**src/sv/kbr_pkg.sv**
```systemverilog
// Package of the boot keyboard report builder: payload types, constants,
// the key code to HID usage table and the modifier decoder. No dependencies.
`default_nettype none

package kbr_pkg;

  localparam int MAX_KEYS_DEF = 6;
  localparam int REPORT_SLOTS = 6;
  localparam int TABLE_LEN    = 128;

  typedef struct packed {
    logic [15:0] key_code;
    logic        is_press;
  } in_item_t;

  typedef struct packed {
    logic [7:0] modifier_byte;
    logic [7:0] slot_one;
    logic [7:0] slot_two;
    logic [7:0] slot_three;
    logic [7:0] slot_four;
    logic [7:0] slot_five;
    logic [7:0] slot_six;
    logic [2:0] held_count;
    logic       overflow;
  } out_item_t;

  // Token that walks down the cell chain with one key event.
  typedef struct packed {
    logic       valid;
    logic       press;
    logic       matched;  // press: already held; release: found and removed
    logic       placed;   // press: written into an empty cell
    logic [7:0] usage;
  } tok_t;

  function automatic logic [7:0] modifier_mask(input logic [15:0] code);
    logic [7:0] m;
    case (code)
      16'd29:  m = 8'h01;
      16'd42:  m = 8'h02;
      16'd56:  m = 8'h04;
      16'd125: m = 8'h08;
      16'd97:  m = 8'h10;
      16'd54:  m = 8'h20;
      16'd100: m = 8'h40;
      16'd126: m = 8'h80;
      default: m = 8'h00;
    endcase
    return m;
  endfunction

  function automatic logic [7:0] usage_of(input logic [6:0] code);
    logic [7:0] u;
    case (code)
      7'd1:   u = 8'd41;  7'd2:   u = 8'd30;  7'd3:   u = 8'd31;  7'd4:   u = 8'd32;
      7'd5:   u = 8'd33;  7'd6:   u = 8'd34;  7'd7:   u = 8'd35;  7'd8:   u = 8'd36;
      7'd9:   u = 8'd37;  7'd10:  u = 8'd38;  7'd11:  u = 8'd39;  7'd12:  u = 8'd45;
      7'd13:  u = 8'd46;  7'd14:  u = 8'd42;  7'd15:  u = 8'd43;  7'd16:  u = 8'd20;
      7'd17:  u = 8'd26;  7'd18:  u = 8'd8;   7'd19:  u = 8'd21;  7'd20:  u = 8'd23;
      7'd21:  u = 8'd28;  7'd22:  u = 8'd24;  7'd23:  u = 8'd12;  7'd24:  u = 8'd18;
      7'd25:  u = 8'd19;  7'd26:  u = 8'd47;  7'd27:  u = 8'd48;  7'd28:  u = 8'd40;
      7'd30:  u = 8'd4;   7'd31:  u = 8'd22;  7'd32:  u = 8'd7;   7'd33:  u = 8'd9;
      7'd34:  u = 8'd10;  7'd35:  u = 8'd11;  7'd36:  u = 8'd13;  7'd37:  u = 8'd14;
      7'd38:  u = 8'd15;  7'd39:  u = 8'd51;  7'd40:  u = 8'd52;  7'd41:  u = 8'd53;
      7'd43:  u = 8'd49;  7'd44:  u = 8'd29;  7'd45:  u = 8'd27;  7'd46:  u = 8'd6;
      7'd47:  u = 8'd25;  7'd48:  u = 8'd5;   7'd49:  u = 8'd17;  7'd50:  u = 8'd16;
      7'd51:  u = 8'd54;  7'd52:  u = 8'd55;  7'd53:  u = 8'd56;  7'd55:  u = 8'd85;
      7'd57:  u = 8'd44;  7'd58:  u = 8'd57;  7'd59:  u = 8'd58;  7'd60:  u = 8'd59;
      7'd61:  u = 8'd60;  7'd62:  u = 8'd61;  7'd63:  u = 8'd62;  7'd64:  u = 8'd63;
      7'd65:  u = 8'd64;  7'd66:  u = 8'd65;  7'd67:  u = 8'd66;  7'd68:  u = 8'd67;
      7'd69:  u = 8'd83;  7'd70:  u = 8'd71;  7'd71:  u = 8'd95;  7'd72:  u = 8'd96;
      7'd73:  u = 8'd97;  7'd74:  u = 8'd86;  7'd75:  u = 8'd92;  7'd76:  u = 8'd93;
      7'd77:  u = 8'd94;  7'd78:  u = 8'd87;  7'd79:  u = 8'd89;  7'd80:  u = 8'd90;
      7'd81:  u = 8'd91;  7'd82:  u = 8'd98;  7'd83:  u = 8'd99;  7'd87:  u = 8'd68;
      7'd88:  u = 8'd69;  7'd96:  u = 8'd88;  7'd98:  u = 8'd84;  7'd99:  u = 8'd70;
      7'd102: u = 8'd74;  7'd103: u = 8'd82;  7'd104: u = 8'd75;  7'd105: u = 8'd80;
      7'd106: u = 8'd79;  7'd107: u = 8'd77;  7'd108: u = 8'd81;  7'd109: u = 8'd78;
      7'd110: u = 8'd73;  7'd111: u = 8'd76;  7'd119: u = 8'd72;  7'd127: u = 8'd101;
      default: u = 8'd0;
    endcase
    return u;
  endfunction

endpackage

`default_nettype wire

```
**src/sv/kbr_cell.sv**
```systemverilog
// One slot of the held-key list. It acts on the token from its left neighbor
// and passes it on through its token register. Depends on kbr_pkg.
`default_nettype none

module kbr_cell (
  input  wire logic          clk,
  input  wire logic          rst_n,
  input  wire kbr_pkg::tok_t tok_in,
  input  wire logic [7:0]    nbr_key,
  input  wire logic          nbr_occ,
  output logic [7:0]         key,
  output logic               occ,
  output kbr_pkg::tok_t      tok_out
);

  logic [7:0]    key_r, key_nxt;
  logic          occ_r, occ_nxt;
  kbr_pkg::tok_t tok_r, tok_nxt;
  logic          hit;

  assign hit = occ_r && (key_r == tok_in.usage);

  always_comb begin
    key_nxt = key_r;
    occ_nxt = occ_r;
    tok_nxt = tok_in;
    if (tok_in.valid) begin
      if (tok_in.press) begin
        if (!tok_in.matched && !tok_in.placed) begin
          if (hit) begin
            tok_nxt.matched = 1'b1;
          end else if (!occ_r) begin
            // The list is packed, so the first empty cell ends the search.
            key_nxt         = tok_in.usage;
            occ_nxt         = 1'b1;
            tok_nxt.placed  = 1'b1;
          end
        end
      end else if (tok_in.matched || hit) begin
        // From the removed key onward every cell takes its right neighbor.
        key_nxt         = nbr_key;
        occ_nxt         = nbr_occ;
        tok_nxt.matched = 1'b1;
      end
    end
  end

  always_ff @(posedge clk) begin
    if (!rst_n) begin
      key_r       <= 8'd0;
      occ_r       <= 1'b0;
      tok_r       <= '0;
    end else begin
      key_r       <= key_nxt;
      occ_r       <= occ_nxt;
      tok_r       <= tok_nxt;
    end
  end

  assign key     = key_r;
  assign occ     = occ_r;
  assign tok_out = tok_r;

endmodule

`default_nettype wire

```
**src/sv/keyboard_boot_report_builder_core.sv**
```systemverilog
// Boot keyboard report builder. A mapped key event walks the chain of MAX_KEYS
// cells, one cell per cycle, and its result is then loaded into the output
// register; modifier and unmapped events go straight to the output register.
// The next event is accepted the cycle after the result is loaded; no event is
// taken before the last one is through, and none while out_stall holds it.
// Synchronous active-low reset empties the list and clears modifiers and count.
`default_nettype none

module keyboard_boot_report_builder_core #(
  parameter int MAX_KEYS = kbr_pkg::MAX_KEYS_DEF
) (
  input  wire logic              clk,
  input  wire logic              rst_n,
  input  wire logic              in_valid,
  output logic                   in_stall,
  input  wire kbr_pkg::in_item_t in_data,
  output logic                   out_valid,
  input  wire logic              out_stall,
  output kbr_pkg::out_item_t     out_data
);

  localparam int CW = $clog2(MAX_KEYS + 1);

  typedef enum logic [1:0] {
    S_IDLE,
    S_WALK,
    S_REPORT
  } state_t;

  state_t             state_r, state_nxt;
  logic [7:0]         mod_r, mod_nxt;
  logic [CW-1:0]      cnt_r, cnt_nxt;
  logic               ovf_r, ovf_nxt;
  kbr_pkg::tok_t      launch_r, launch_nxt;
  logic               out_valid_r, out_valid_nxt;
  kbr_pkg::out_item_t out_data_r, out_data_nxt;

  kbr_pkg::tok_t      tok_w [MAX_KEYS+1];
  logic [7:0]         key_w [MAX_KEYS+1];
  logic               occ_w [MAX_KEYS+1];
  logic [7:0]         slot_v [kbr_pkg::REPORT_SLOTS];
  logic [CW+2:0]      cnt_ext;

  logic               in_fire;
  logic [7:0]         mask;
  logic [7:0]         usage;
  logic               mapped;
  kbr_pkg::tok_t      tok_end;

  assign tok_w[0]        = launch_r;
  assign key_w[MAX_KEYS] = 8'd0;
  assign occ_w[MAX_KEYS] = 1'b0;
  assign tok_end         = tok_w[MAX_KEYS];

  for (genvar i = 0; i < MAX_KEYS; i++) begin : g_cell
    kbr_cell u_cell (
      .clk     (clk),
      .rst_n   (rst_n),
      .tok_in  (tok_w[i]),
      .nbr_key (key_w[i+1]),
      .nbr_occ (occ_w[i+1]),
      .key     (key_w[i]),
      .occ     (occ_w[i]),
      .tok_out (tok_w[i+1])
    );
  end

  for (genvar s = 0; s < kbr_pkg::REPORT_SLOTS; s++) begin : g_slot
    if (s < MAX_KEYS) begin : g_live
      assign slot_v[s] = occ_w[s] ? key_w[s] : 8'd0;
    end else begin : g_none
      assign slot_v[s] = 8'd0;
    end
  end

  assign cnt_ext  = {3'b000, cnt_r};
  assign in_stall = (state_r != S_IDLE);
  assign in_fire  = in_valid && !in_stall;
  assign mask     = kbr_pkg::modifier_mask(in_data.key_code);
  assign usage    = kbr_pkg::usage_of(in_data.key_code[6:0]);
  assign mapped   = (mask == 8'd0) && (in_data.key_code[15:7] == 9'd0) && (usage != 8'd0);

  always_comb begin
    state_nxt     = state_r;
    mod_nxt       = mod_r;
    cnt_nxt       = cnt_r;
    ovf_nxt       = ovf_r;
    launch_nxt    = '0;
    out_valid_nxt = out_valid_r && out_stall;
    out_data_nxt  = out_data_r;
    unique case (state_r)
      S_IDLE: begin
        if (in_fire) begin
          ovf_nxt = 1'b0;
          if (mask != 8'd0) begin
            mod_nxt   = in_data.is_press ? (mod_r | mask) : (mod_r & ~mask);
            state_nxt = S_REPORT;
          end else if (mapped) begin
            launch_nxt.valid = 1'b1;
            launch_nxt.press = in_data.is_press;
            launch_nxt.usage = usage;
            state_nxt        = S_WALK;
          end else begin
            state_nxt = S_REPORT;
          end
        end
      end
      S_WALK: begin
        if (tok_end.valid) begin
          if (tok_end.press) begin
            if (tok_end.placed) begin
              cnt_nxt = cnt_r + CW'(1);
            end
            ovf_nxt = !tok_end.matched && !tok_end.placed;
          end else if (tok_end.matched) begin
            cnt_nxt = cnt_r - CW'(1);
          end
          state_nxt = S_REPORT;
        end
      end
      S_REPORT: begin
        if (!out_valid_r || !out_stall) begin
          out_valid_nxt               = 1'b1;
          out_data_nxt.modifier_byte  = mod_r;
          out_data_nxt.slot_one       = slot_v[0];
          out_data_nxt.slot_two       = slot_v[1];
          out_data_nxt.slot_three     = slot_v[2];
          out_data_nxt.slot_four      = slot_v[3];
          out_data_nxt.slot_five      = slot_v[4];
          out_data_nxt.slot_six       = slot_v[5];
          out_data_nxt.held_count     = cnt_ext[2:0];
          out_data_nxt.overflow       = ovf_r;
          state_nxt                   = S_IDLE;
        end
      end
      default: state_nxt = S_IDLE;
    endcase
  end

  always_ff @(posedge clk) begin
    if (!rst_n) begin
      state_r     <= S_IDLE;
      mod_r       <= 8'd0;
      cnt_r       <= '0;
      ovf_r       <= 1'b0;
      launch_r    <= '0;
      out_valid_r <= 1'b0;
    end else begin
      state_r     <= state_nxt;
      mod_r       <= mod_nxt;
      cnt_r       <= cnt_nxt;
      ovf_r       <= ovf_nxt;
      launch_r    <= launch_nxt;
      out_valid_r <= out_valid_nxt;
    end
    out_data_r <= out_data_nxt;
  end

  assign out_valid = out_valid_r;
  assign out_data  = out_data_r;

endmodule

`default_nettype wire

```
**config.mk**
```make
export PLATFORM = sky130hd
export DESIGN_NAME = keyboard_boot_report_builder_core
export DESIGN_NICKNAME = d
export VERILOG_FILES = /design/src/sv/kbr_pkg.sv /design/src/sv/kbr_cell.sv /design/src/sv/keyboard_boot_report_builder_core.sv
export SDC_FILE = /design/constraint.sdc
export NUM_CORES = 1
export LEC_CHECK = 0
export BUFFER_PORTS_ARGS = -buffer_cell sky130_fd_sc_hd__buf_2
export CELL_PAD_IN_SITES_DETAIL_PLACEMENT = 0
export CELL_PAD_IN_SITES_GLOBAL_PLACEMENT = 1
export CORE_MARGIN = 5
export CORE_UTILIZATION = 52
export CTS_CLUSTER_SIZE = 30
export DETAILED_ROUTE_END_ITERATION = 8
export HOLD_SLACK_MARGIN = 0.08
export PLACE_DENSITY_LB_ADDON = 0.05
export SKIP_CTS_REPAIR_TIMING = 1
export SLEW_MARGIN = 20
export SYNTH_ARGS = -nofsm -noshare
export SYNTH_HDL_FRONTEND = slang
export SYNTH_HIERARCHICAL = 1
export SYNTH_SLANG_ARGS = --single-unit
```
**constraint.sdc**
```tcl
create_clock -name clk -period 6.05 [get_ports clk]
set_input_delay 0.605 -clock clk [delete_from_list [all_inputs] [get_ports clk]]
set_output_delay 0.605 -clock clk [all_outputs]
set_load 0.03 [all_outputs]
```
# After elaboration in Yosys (flattened, before gate mapping)

Memories as Yosys holds them, arrays and structs flattened.
Cells that the tools add are included.

Mux-type cells: 120
Equality and inequality tests: 39
Reduce and logical (&&, ||, !) cells: 74
Add/subtract/negate cells: 2
Bitwise gates (word level): 7

Operators with widths:

| operator                                                                | count |
|---|---|
| 8-bit 2-to-1 mux                                                        | 31 |
| 1-bit 2-to-1 mux                                                        | 65 |
| 16-bit by 7-bit equality test with 1-bit output (second input constant) | 4 |
| 8-bit one-hot mux with 8 select lines                                   | 1 |
| 16-bit by 6-bit equality test with 1-bit output (second input constant) | 3 |
| 8-bit equality test                                                     | 6 |
| 2-bit 2-to-1 mux                                                        | 18 |
| 4-bit AND reduction                                                     | 8 |
| 2-bit != test (second input constant)                                   | 15 |
| 5-bit AND reduction                                                     | 6 |
| 2-bit nonzero test                                                      | 9 |
| 1-bit logical AND                                                       | 17 |
| 1-bit logical NOT                                                       | 17 |
| 16-bit by 5-bit equality test with 1-bit output (second input constant) | 1 |
| 2-bit by 1-bit != test with 1-bit output (second input constant)        | 8 |
| 8-bit nonzero test                                                      | 2 |
| 9-bit logical NOT                                                       | 1 |
| 3-bit 2-to-1 mux                                                        | 3 |
| 8-bit AND                                                               | 1 |
| 8-bit logical NOT                                                       | 1 |
| 8-bit inverter                                                          | 1 |
| 8-bit OR                                                                | 1 |
| 1-bit logical OR                                                        | 7 |
| 2-bit one-hot mux with 3 select lines                                   | 1 |
| other kinds (11)                                                        | 15 |

Input bits: 21
Logic and storage cells: 303
Register bits after elaboration: 205
Memories: 1
Bits in read-only memories: 896
Output and inout port bits: 62

Memory list:

| name            | words | bits a word | rd ports | clocked after memory_dff | write ports | line          | source |
|---|---|---|---|---|---|---|---|
| (no name shown) | 128   | 7           | 1        | 0                        | 0           | kbr_pkg.sv:55 | `case (code)` |

# Longest topological paths before layout

Word-level depth: 9
Gate-level depth with buffers: 12

# By module

Netlist, hierarchy kept.

By module, submodules not included:

| module                            | instances | area an instance (um^2) | cells an instance |
|---|---|---|---|
| kbr_cell                          | 6         | 952.2                   | 96 |
| keyboard_boot_report_builder_core | 1         | 4545.6                  | 418 |

# Worst setup path before layout

No wires, ideal clock.

Path type: register to register
From: reg state_r[1]
To: reg out_data_r, in the netlist out_data[0], enable pin
Arrival time: 3.584 ns
Slack: 1.968 ns
Library setup time: 0.498 ns
Data required time: 5.552 ns
Cell stages (with the launch flop): 4
Period minus slack after synthesis: 4.082 ns
Path through: dfxtp_1 -> clkbuf_1 -> nand2b_1 -> a21oi_1

Longest elaborated chain between the ends: 2

RTL lines:

| element                       | line                                     | source |
|---|---|---|
| from (decl)                   | keyboard_boot_report_builder_core.sv:30  | `state_t state_r, state_nxt;` |
| from (signal assigned)        | keyboard_boot_report_builder_core.sv:149 | `state_r <= state_nxt;` |
| 2-bit equality test           | keyboard_boot_report_builder_core.sv:91  | `unique case (state_r)` |
| 2-bit AND reduction (no line) | --                                       |  |
| to (signal assigned)          | keyboard_boot_report_builder_core.sv:156 | `out_data_r <= out_data_nxt;` |
| to (decl)                     | keyboard_boot_report_builder_core.sv:36  | `kbr_pkg::out_item_t out_data_r, out_data_nxt;` |

No other way between the ends.
A chain may end at the register's enable or synchronous reset.

# Worst setup path in the final report

From: in in_data[2] (netlist bit)
To: reg launch_r[10] (netlist bit)

Longest elaborated chain between the ends: 7

RTL lines:

| element                                                                    | line                                     | source |
|---|---|---|
| from (decl)                                                                | keyboard_boot_report_builder_core.sv:16  | `input wire kbr_pkg::in_item_t in_data,` |
| parallel branches: the longest is 6 deep, another holds memory 128 x 7 bit | --                                       |  |
| 5-bit OR reduction (no line) *                                             | --                                       |  |
| to (signal assigned)                                                       | keyboard_boot_report_builder_core.sv:153 | `launch_r <= launch_nxt;` |
| to (decl)                                                                  | keyboard_boot_report_builder_core.sv:34  | `kbr_pkg::tok_t launch_r, launch_nxt;` |

Mark *: on every way between the ends.

==> metrics.txt <==
# TYPE chip_impl_metric gauge
chip_impl_metric{name="cells_after_synth",unit=""} 978
chip_impl_metric{name="cp_max_fo",unit=""} 20
chip_impl_metric{name="cellPowerDensity",unit="mW/mm^2"} 264
chip_impl_metric{name="clock.fmax",unit="MHz"} 355
chip_impl_metric{name="vdd_ir_drop_max",unit="mV"} 0.247
chip_impl_metric{name="finClkSkew",unit="ns"} 0.00628
chip_impl_metric{name="fin_ws",unit="ns"} 3.23
chip_impl_metric{name="max_capacitance_violation_total",unit=""} 0
chip_impl_metric{name="chipHeight",unit="um"} 149
chip_impl_info{name="status",value="completed"} 1
chip_impl_metric{name="number_of_antenna_violations_at_the_first_check_in_global_routing",unit=""} 0
chip_impl_info{name="cts_root_buf",value="sky130_fd_sc_hd__clkbuf_16"} 1
chip_impl_metric{name="first_pass_grt_wire_length",unit="um"} 37000
chip_impl_metric{name="starting_density",unit="%"} 53.2
chip_impl_metric{name="crit_share_post_route",unit="%"} 46.5
chip_impl_metric{name="final_period_minus_worst_setup_slack",unit="ns"} 2.82
chip_impl_metric{name="cts_sinks",unit=""} 202
chip_impl_metric{name="layout-drive-gt1-share",unit="%"} 16.7
chip_impl_metric{name="placement.setup.worst_slack",unit="ns"} 2.77
chip_impl_metric{name="drtPass1Iterations",unit=""} 5
chip_impl_metric{name="std_cell_rows",unit=""} 50
chip_impl_metric{name="instances_no_fill",unit=""} 1323
chip_impl_metric{name="cts_buffers",unit=""} 22
chip_impl_metric{name="worst-endpoint-arrival",unit="ns"} 3.18
chip_impl_metric{name="drt_iter0_drc",unit=""} 419
chip_impl_info{name="worst_min_delay_path_class",value="reg -> reg"} 1
chip_impl_metric{name="grt.overflow.total",unit=""} 0
chip_impl_metric{name="postRouteWirelength",unit="um"} 22200
chip_impl_metric{name="dp.final_hpwl",unit="um"} 15300
chip_impl_metric{name="clock_tree.htree_level_count",unit=""} 1
chip_impl_info{name="crit_type",value="in -> reg"} 1
chip_impl_metric{name="clk_latency",unit="ns"} 0.49
chip_impl_metric{name="setup.reg_to_reg.worst_slack",unit="ns"} 3.73
chip_impl_metric{name="power.static_leakage",unit="nW"} 4.44
chip_impl_metric{name="routedWlPerCell",unit="um"} 16.8
chip_impl_metric{name="cts_buffer_depth",unit=""} 3
chip_impl_metric{name="ys.warnings.count",unit=""} 6
chip_impl_info{name="hold_end",value="out_data[58]"} 1
chip_impl_metric{name="area_growth",unit="%"} 11.7
chip_impl_metric{name="ant_nets",unit=""} 0
chip_impl_info{name="rsz0062_at_grt",value="no"} 1
chip_impl_metric{name="post-layout-total-power",unit="mW"} 2.97
chip_impl_metric{name="netlist_area",unit="mm^2"} 0.0100
chip_impl_info{name="cts_tree",value="built"} 1
chip_impl_metric{name="numPlacedInstances",unit=""} 1283
chip_impl_metric{name="final-hold-violation-count",unit=""} 0
chip_impl_metric{name="vias_in_the_first_global_route",unit=""} 7141
chip_impl_metric{name="rr_worst_depth",unit=""} 4
chip_impl_metric{name="final_core_utilization",unit="%"} 59.4
chip_impl_metric{name="routed-via-count",unit=""} 7236
chip_impl_metric{name="setup_viol",unit=""} 0
chip_impl_metric{name="boundaryPins",unit=""} 83
chip_impl_metric{name="clk_pin_slew",unit="ns"} 0.06
chip_impl_metric{name="grt_max_degree",unit=""} 102
chip_impl_metric{name="n_antenna_cell",unit=""} 0
chip_impl_metric{name="critical_path_required",unit="ns"} 6.41
chip_impl_metric{name="dieArea",unit="mm^2"} 0.0222
chip_impl_metric{name="slew_viol_final",unit=""} 0
chip_impl_info{name="worst_setup_path_start_kind",value="primary input"} 1
chip_impl_metric{name="hold-path-cell-count",unit=""} 0
chip_impl_metric{name="coreArea",unit="mm^2"} 0.0189
chip_impl_info{name="timing.critical_path.to_type",value="flop"} 1
chip_impl_metric{name="syn-mean-instance-area",unit="um^2"} 10.3
chip_impl_metric{name="worst-slew-pin-transition",unit="ns"} 0.977
chip_impl_metric{name="totalNegativeSetupSlack",unit="ns"} 0
chip_impl_info{name="critical_path.reg2reg.endpoint",value="g_cell[0].u_cell/key[0]"} 1
chip_impl_metric{name="global_route.usage.total",unit="%"} 19.9
chip_impl_metric{name="maxSlewHeadroom",unit="%"} 34.5
chip_impl_metric{name="total_of_buffers_placed_on_input_and_output_ports",unit=""} 82
chip_impl_metric{name="drt-vias-per-instance",unit=""} 5.47
chip_impl_metric{name="die_width",unit="um"} 149
chip_impl_metric{name="final_net_count",unit=""} 1074
chip_impl_info{name="startpoint_of_the_worst_register_to_register_path",value="launch_r[10]"} 1
chip_impl_metric{name="drt_drc_violations_left",unit=""} 0
chip_impl_metric{name="finalWeightedCongestion",unit=""} 0.851
[flip-flops by register name, indices dropped and copies added, names as in the netlist, named ones only]
name and flops:
out_valid 1, g_cell.u_cell/key 48, launch_r 9, state_r 2
cnt_r 3, g_cell.u_cell/occ 6, out_data 60, ovf_r 1
g_cell.u_cell/tok_out 64
[worst max-delay path, cell delays in order]
cell,delay [ns]
sky130_fd_sc_hd__buf_2,0.30
sky130_fd_sc_hd__inv_1,0.16
sky130_fd_sc_hd__ha_1,0.47
sky130_fd_sc_hd__or2_0,0.33
sky130_fd_sc_hd__mux4_2,0.47
sky130_fd_sc_hd__a211oi_2,0.22
sky130_fd_sc_hd__a41o_2,0.15
sky130_fd_sc_hd__and3_1,0.15
sky130_fd_sc_hd__and4_4,0.25
sky130_fd_sc_hd__a21oi_1,0.06
[power breakdown]
part	switching [mW]	total [mW]	internal [mW]
clock network	0.512	1.30	0.791
logic	0.165	0.231	0.0666
registers	0.0110	1.43	1.42
[routing by layer]
layer	global-route usage, %	up-vias	routed length (um)	part of all wire (%)
met5	0	-	0	0
met4	4.16	0	379	1.7
met3	2.98	28	880	4.0
met2	33.8	137	10700	48
met1	27.2	3433	10300	46
li1	-	3638	-	-
[worst max-delay path by stage]
stage | from | to | depth (start not counted)
finish | in_data[2] | launch_r[10] | 10
global route | in_data[2] | launch_r[10] | 10
CTS | in_data[2] | launch_r[10] | 10
detailed placement | in_data[2] | launch_r[10] | 10
global placement | in_data[2] | launch_r[10] | 10
floorplan | state_r[1] | out_data[0] | 3
[placed cells by master, fill, tap and decap left out, types with 4 or more instances in the layout]
| cell type | count |
|---|---|
| sky130_fd_sc_hd__inv_1 | 7 |
| sky130_fd_sc_hd__and2_1 | 104 |
| sky130_fd_sc_hd__o31ai_2 | 8 |
| sky130_fd_sc_hd__clkbuf_16 | 23 |
| sky130_fd_sc_hd__nand4_1 | 5 |
| sky130_fd_sc_hd__a31oi_1 | 4 |
| sky130_fd_sc_hd__nor2b_2 | 6 |
| sky130_fd_sc_hd__buf_2 | 82 |
| sky130_fd_sc_hd__a21oi_1 | 19 |
| sky130_fd_sc_hd__clkbuf_1 | 8 |
| sky130_fd_sc_hd__nand3b_1 | 7 |
| sky130_fd_sc_hd__a2111oi_0 | 4 |
| sky130_fd_sc_hd__mux2i_1 | 72 |
| sky130_fd_sc_hd__nor3_4 | 6 |
| sky130_fd_sc_hd__and3_1 | 52 |
| sky130_fd_sc_hd__nand3_1 | 14 |
| sky130_fd_sc_hd__o21ai_1 | 44 |
| sky130_fd_sc_hd__edfxtp_1 | 60 |
| sky130_fd_sc_hd__nor3_1 | 7 |
| sky130_fd_sc_hd__dfxtp_1 | 142 |
| sky130_fd_sc_hd__or3_1 | 48 |
| sky130_fd_sc_hd__inv_2 | 4 |
| sky130_fd_sc_hd__conb_1 | 20 |
| sky130_fd_sc_hd__nor4_1 | 10 |
| sky130_fd_sc_hd__nand4_2 | 12 |
| sky130_fd_sc_hd__a221oi_1 | 4 |
| sky130_fd_sc_hd__a21oi_2 | 6 |
| sky130_fd_sc_hd__a211oi_1 | 4 |
| sky130_fd_sc_hd__o31ai_1 | 4 |
| sky130_fd_sc_hd__o21ai_0 | 32 |
| sky130_fd_sc_hd__ha_1 | 5 |
| sky130_fd_sc_hd__xnor2_1 | 52 |
| sky130_fd_sc_hd__nand2b_1 | 11 |
| sky130_fd_sc_hd__clkbuf_8 | 4 |
| sky130_fd_sc_hd__o21a_1 | 13 |
| sky130_fd_sc_hd__nor2b_1 | 20 |
| sky130_fd_sc_hd__nor2_1 | 35 |
| sky130_fd_sc_hd__nand2_1 | 43 |
[area by class of cell]
| class | instances | area [um^2] |
|---|---|---|
| clock buffers | 35 | 661 |
| clock inverters | 5 | 55.1 |
| fillers | 1711 | 7670 |
| inverters | 11 | 41.3 |
| multi-input cells | 726 | 5070 |
| flip-flops and latches | 202 | 4640 |
| well taps | 260 | 325 |
| repair buffers | 84 | 425 |
[metrics by stage]
stage	area, um^2	hold WS, ns
2_1_floorplan	10100	0.401
5_1_grt	11200	0.440
6_report	11200	0.433
3_3_place_gp	10500	0.414
3_5_place_dp	10500	0.416
4_1_cts	11200	0.413
No activity file was read; power rests on OpenSTA's default activity.
